### src/rtl/pgh_pkg.sv
// shared constants and types for the horizontal prewitt gradient block
`default_nettype none
package pgh_pkg;

   localparam int MAX_LINE_PIXELS = 1024;
   localparam int COL_W           = $clog2(MAX_LINE_PIXELS);
   localparam int WIDTH_W         = 11;
   localparam int HEIGHT_W        = 16;
   localparam int CSR_DATA_W      = 16;
   localparam int CSR_INDEX_W     = 2;
   localparam int PIX_W           = 24;
   localparam int CHAN_W          = 8;
   localparam int NUM_CHAN        = 3;
   localparam int SUM_W           = 10;
   localparam int LINE_DATA_W     = 2 * PIX_W;

   // floor(x / 3) == (x * 683) >> 11 for every x up to 765
   localparam int RECIP_3_W       = 10;
   localparam int RECIP_3_SHIFT   = 11;
   localparam logic [RECIP_3_W-1:0] RECIP_3 = RECIP_3_W'(683);
   localparam int PROD_W          = SUM_W + RECIP_3_W;

   localparam int FIFO_DEPTH      = 4;
   localparam int FIFO_PTR_W      = $clog2(FIFO_DEPTH);
   localparam int FIFO_CNT_W      = $clog2(FIFO_DEPTH + 3);

   localparam logic [WIDTH_W-1:0]  WIDTH_MIN    = WIDTH_W'(3);
   localparam logic [WIDTH_W-1:0]  WIDTH_MAX    = WIDTH_W'(MAX_LINE_PIXELS);
   localparam logic [WIDTH_W-1:0]  WIDTH_RESET  = WIDTH_W'(640);
   localparam logic [HEIGHT_W-1:0] HEIGHT_MIN   = HEIGHT_W'(3);
   localparam logic [HEIGHT_W-1:0] HEIGHT_RESET = HEIGHT_W'(480);

   typedef enum logic [CSR_INDEX_W-1:0] {
      REG_IMAGE_WIDTH  = 2'd0,
      REG_IMAGE_HEIGHT = 2'd1
   } reg_index_type;

   typedef logic [NUM_CHAN-1:0][CHAN_W-1:0] chan_col_type;

   typedef struct packed {
      logic                   en;
      logic [COL_W-1:0]       addr;
      logic [LINE_DATA_W-1:0] data;
   } mem_wr_type;

   typedef struct packed {
      logic             en;
      logic [COL_W-1:0] addr;
   } mem_rd_type;

endpackage
`default_nettype wire

### src/rtl/pgh_lane.sv
// one colour channel: column sums, absolute difference and divide by three
`default_nettype none
module pgh_lane (
   input  wire                          clock,
   input  wire                          load,
   input  pgh_pkg::chan_col_type        right_col,
   input  pgh_pkg::chan_col_type        left_col,
   output logic [pgh_pkg::CHAN_W-1:0]   grad
);

   logic [pgh_pkg::SUM_W-1:0]  rsum_in, lsum_in, rsum_ff, lsum_ff;
   logic [pgh_pkg::SUM_W-1:0]  mag;
   logic [pgh_pkg::PROD_W-1:0] prod;

   always_comb begin
      rsum_in = pgh_pkg::SUM_W'(right_col[0]) + pgh_pkg::SUM_W'(right_col[1])
              + pgh_pkg::SUM_W'(right_col[2]);
      lsum_in = pgh_pkg::SUM_W'(left_col[0]) + pgh_pkg::SUM_W'(left_col[1])
              + pgh_pkg::SUM_W'(left_col[2]);
   end

   always_ff @(posedge clock) begin
      if (load) begin
         rsum_ff <= rsum_in;
         lsum_ff <= lsum_in;
      end
   end

   always_comb begin
      mag  = (rsum_ff >= lsum_ff) ? (rsum_ff - lsum_ff) : (lsum_ff - rsum_ff);
      prod = pgh_pkg::PROD_W'(mag) * pgh_pkg::PROD_W'(pgh_pkg::RECIP_3);
      grad = prod[pgh_pkg::RECIP_3_SHIFT +: pgh_pkg::CHAN_W];
   end

endmodule
`default_nettype wire

### config.mk
export PLATFORM = sky130hd
export DESIGN_NAME = pgh_lane
export DESIGN_NICKNAME = d
export VERILOG_FILES = /design/src/rtl/pgh_pkg.sv /design/src/rtl/pgh_lane.sv
export SDC_FILE = /design/constraint.sdc
export NUM_CORES = 1
export LEC_CHECK = 0
export BUFFER_PORTS_ARGS = -buffer_cell sky130_fd_sc_hd__buf_2
export CORE_UTILIZATION = 55
export DETAILED_ROUTE_END_ITERATION = 10
export PLACE_DENSITY = 0.73
export SLEW_MARGIN = 20
export SYNTH_ARGS = -nofsm -noshare
export SYNTH_HDL_FRONTEND = slang
export SYNTH_SLANG_ARGS = --single-unit
### constraint.sdc
create_clock -name clock -period 14 [get_ports clock]
set_clock_uncertainty 0.2 [all_clocks]
set_input_delay 2.8 -clock clock [delete_from_list [all_inputs] [get_ports clock]]
set_output_delay 2.8 -clock clock [all_outputs]
set_load 0.03 [all_outputs]
# == Yosys cells after proc, flatten, opt, wreduce, memory -nomap -nowiden ==
# Cells that the tools add are included.
# op_classes
addsub,6
muxes,1
multipliers,1
magnitude_cmp,1
# op_table
operator,count
9-bit by 8-bit adder with 10-bit output,2
10-bit subtractor,2
10-bit by 10-bit multiplier with 19-bit output (second input constant),1
8-bit by 8-bit adder with 9-bit output,2
10-bit greater-or-equal comparator,1
10-bit two-way mux,1
# totals
ff_bits,20
output_inout_bits,8

# == Depth between registers and ports, before layout ==
# depth
ltp_word,3
ltp_mapped,30
mapped_depth_nobuf,30

# == Worst setup path after synthesis ==
# No wires, ideal clock.
# synth_path
path_type,register -> output
startpoint,reg rsum_ff[0] (netlist name)
endpoint,out grad[7] (netlist name)
slack_ns,4.857
required_ns,11.000
t_arrival_ns,6.143
path_buffers,0
path_stages_with_launch,29
path_cell_list,edfxtp_1 -> inv_1 -> ha_1 -> inv_1 -> fa_1 -> nand3_1 -> a211oi_2 -> or2_2 -> nor2_4 -> o31ai_1 -> xor2_1 -> inv_1 -> ha_1 -> ha_1 -> inv_1 -> fa_1 -> inv_1 -> fa_1 -> inv_1 -> fa_1 -> inv_1 -> ha_1 -> and4_1 -> a211o_1 -> nand3_1 -> o21ai_0 -> a31o_1 -> o21ai_0 -> xnor2_1
# synth_via
elab_chain_cells,3
word_cells_on_any_way,5
# synth_lines
element,line,rtl
from (decl),pgh_lane.sv:11,"logic [pgh_pkg::SUM_W-1:0] rsum_in, lsum_in, rsum_ff, lsum_ff;"
from (signal assigned),pgh_lane.sv:24,rsum_ff <= rsum_in;
10-bit subtractor / 10-bit greater-or-equal comparator (equally long branches),pgh_lane.sv:30,mag = (rsum_ff >= lsum_ff) ? (rsum_ff - lsum_ff) : (lsum_ff - rsum_ff);
10-bit two-way mux *,pgh_lane.sv:30,
10-bit by 10-bit multiplier with 19-bit output *,pgh_lane.sv:31,prod = pgh_pkg::PROD_W'(mag) * pgh_pkg::PROD_W'(pgh_pkg::RECIP_3);
to (decl),pgh_lane.sv:8,output logic [pgh_pkg::CHAN_W-1:0] grad
# Every way passes the cells marked *; elsewhere a longest branch is shown, timed or not.

# == Worst setup path in the final report ==
# layout_path
startpoint,reg rsum_ff[0] (netlist name)
endpoint,out grad[6] (netlist name)
# Same word-level chain as after synthesis.

==> summary.md <==
| Metric | Value |
|---|---|
| Reg clk slew, reported paths | `90 ps` |
| Largest net degree at the start of global routing | `21` |
| Syn Std Cell Area | `about 4200 um^2` |
| Htree depth | `1` |
| DR DRC count | `0` |
| Fin. Hold Viols | `0` |
| Max-slew violation count | `0` |
| Mapped Nets | `roughly 630` |
| RSZ-0062 raised after global routing | `no` |
| Hpwl dp | `7330 um` |
| Startpoint Class | `register` |
| CP Class | `reg -> out` |
| Final period util | `72.4%` |
| Die Y | `89.6 um` |
| Critical Path Fanout Max | `9` |
| Max-Cap Viols | `0` |
| Synthesized-area fraction occupied by and/or/nand/nor cells | `under 10%` |
| Layout cell share with drive strength beyond 1 | `13.9%` |
| Initial Utilization | `57.5%` |
| Distinct cells, synth | `50` |
| DRT iter0 DRCs | `120` |
| Core area | `7330 um^2` |
| CTS buffer count | `3` |
| Vias | `~3300` |
| Slew Limit Headroom | `a little over three fifths` |
| Total gr overflow | `0` |
| Max stage delay cell, worst path | `fa_1` |
| Worst-margin pin slew | `550 ps` |
| Clock sink count | `20` |
| Post-synthesis register bit count | `20` |
| Top cell by count, worst path | `inv_1` |
| Arrival @ worst endpoint | `7130 ps` |
| Drt total wl | `8280 um` |
| Post-synthesis adder-cell area fraction | `46.6%` |
| Die area | `8020 um^2` |
| Syn Area/Cell | `9.46 um^2` |
| Largest family of logic cells by synthesized area | `adder cells` |
| Vias/cell | `5.41` |
| DR WL/cell | `13.7 um` |
| Max incr delay on CP | `530 ps` |
| Post-synthesis mux area share | `under 10%` |
| Ys Warns | `0` |
| Non-Filler Instances | `603` |
| Min-delay worst type | `in -> reg` |
| Hold Buf Count CTS | `0` |
| Synth Area in Compound Gates | `approximately an eighth` |
| Global Route Usage Sum | `21.5%` |
| Area Overhead vs Synth | `10.9%` |
| Antenna fix cells | `0` |
| Fmax | `98.7 MHz` |
| CTS tree | `done` |
| Ports | `58` |
| Mapped Cells | `446` |
| Worst Path Required | `roughly 11000 ps` |
| Die Wd | `89.6 um` |
| Number of cells upsized or downsized after cts | `0` |
| Final #Nets | `about 700` |
| Sequential fraction of the synthesis area | `14.2%` |
| IO Port Bufs | `57` |
| Post-synth EDFFs | `20` |
| Std cell rows | `31` |
| Commonest non-fill, non-tap cells in the layout | `101 x inv_1, 93 x ha_1, 57 x buf_2` |
| Remaining antenna violation count | `0` |
| Initial antenna violation count | `0` |
| Setup crit end kind | `output port` |
| Clock Tree Root | `clkbuf_8` |
| Status | `finished clean` |
| Xor/xnor share of the synthesized area | `about 7.2%` |
| Post-CTS Setup Inserts | `0` |
| Ys async rst share | `0%` |
| Leading cell type in the layout, fill and taps excluded | `inv_1` |
| Placed Instances | `approximately 600` |
| Clock buffer depth | `2` |
| Final setup viols | `0` |
| First-pass GRT wire length | `13500 um` |
| Number of global-route vias before repair | `3135` |
| Pre-antenna DRT Iters | `4` |
| Main synth FF type | `edfxtp_1` |
| TNS Setup | `0 ps` |
| Final Critical Period | `around 10000 ps` |
| Gpl congestion | `between 0.9 and 1` |
==> flip-flops by register name, summed over array words and instances (netlist names) <==
| signal | count |
|---|---|
| lsum_ff | 10 |
| rsum_ff | 10 |
==> worst paths after layout <==
path | cells past startpoint | end | start | slack, ps
max | 28 | grad[6] | rsum_ff[0] | 3870
min | 3 | rsum_ff[1] | right_col[17] | 2800
==> layer usage <==
metal  global-route usage (%)  vias to the layer above  wire [um]
met5                        0                        -          0
met2                     38.2                       69       4070
met1                     29.4                     1566       3900
met3                     1.55                        9        236
met4                     3.46                        0         76
li1                         -                     1616          -
==> kinds of logic after synthesis <==
| kind of cell | after synthesis |
|---|---|
| AOI/OAI and AO/OA | 83 |
| xor gates and xnor gates | 34 |
| adders and majority gates | 133 |
| buffers and inverters | 105 |
| DFF | 20 |
| muxes | 5 |
| and+or+nand+nor | 66 |
==> metrics by stage <==
step	worst slack, ps	utilization [%]	hold slack (ps)	cell area, um^2
6_report	3870	63.8	2800	4680
5_1_grt	3390	63.8	2820	4680
4_1_cts	3900	63.8	2810	4680
3_5_place_dp	4220	62.8	3070	4610
3_3_place_gp	4460	62.8	3070	4610
2_1_floorplan	4860	-	2710	4220
==> critical path: cells and delay by family, from the launching register on <==
family / cells / cell delay (ps)
adders and majority gates: 8 / 3030
and+or+nand+nor: 5 / 1110
AOI/OAI and AO/OA: 5 / 1080
buffers and inverters: 8 / 690
xor gates and xnor gates: 2 / 540
DFF: 1 / 400
==> cell type report <==
type                       count  area [um^2]
timing repair buffer          57          285
tap                           99          124
multi-input combinational    321         3210
clock buffer                   3         41.3
clock inverter                 1         30.0
fill                         626         2650
sequential                    20          601
inverter                     102          383
==> Yosys cell counts, types with 2 or more instances <==
| master | count | area, um^2 |
|---|---|---|
| a211oi_1 | 2 | 15.0 |
| a21o_1 | 10 | 75.1 |
| a21oi_1 | 30 | 150 |
| a31o_1 | 2 | 17.5 |
| a31oi_1 | 3 | 18.8 |
| and2_1 | 2 | 12.5 |
| and3_1 | 2 | 12.5 |
| and4_1 | 2 | 17.5 |
| buf_4 | 2 | 15.0 |
| edfxtp_1 | 20 | 601 |
| fa_1 | 40 | 801 |
| ha_1 | 93 | 1160 |
| inv_1 | 101 | 379 |
| mux2i_1 | 5 | 50.1 |
| nand2_1 | 8 | 30.0 |
| nand2b_1 | 5 | 31.3 |
| nand3_1 | 9 | 45.0 |
| nand3b_1 | 2 | 15.0 |
| nand4_1 | 3 | 18.8 |
| nand4b_1 | 2 | 17.5 |
| nor2_1 | 16 | 60.1 |
| nor2b_1 | 4 | 25.0 |
| nor3_1 | 4 | 20.0 |
| o211ai_1 | 2 | 15.0 |
| o21a_1 | 2 | 15.0 |
| o21ai_0 | 9 | 45.0 |
| o21ai_1 | 6 | 30.0 |
| o21bai_1 | 4 | 30.0 |
| o31ai_1 | 3 | 22.5 |
| or3_1 | 2 | 12.5 |
| xnor2_1 | 22 | 193 |
| xor2_1 | 11 | 96.3 |
Power is not shown: default switching activity piles up to over one toggle a cycle in this logic, so the estimate is an artifact.
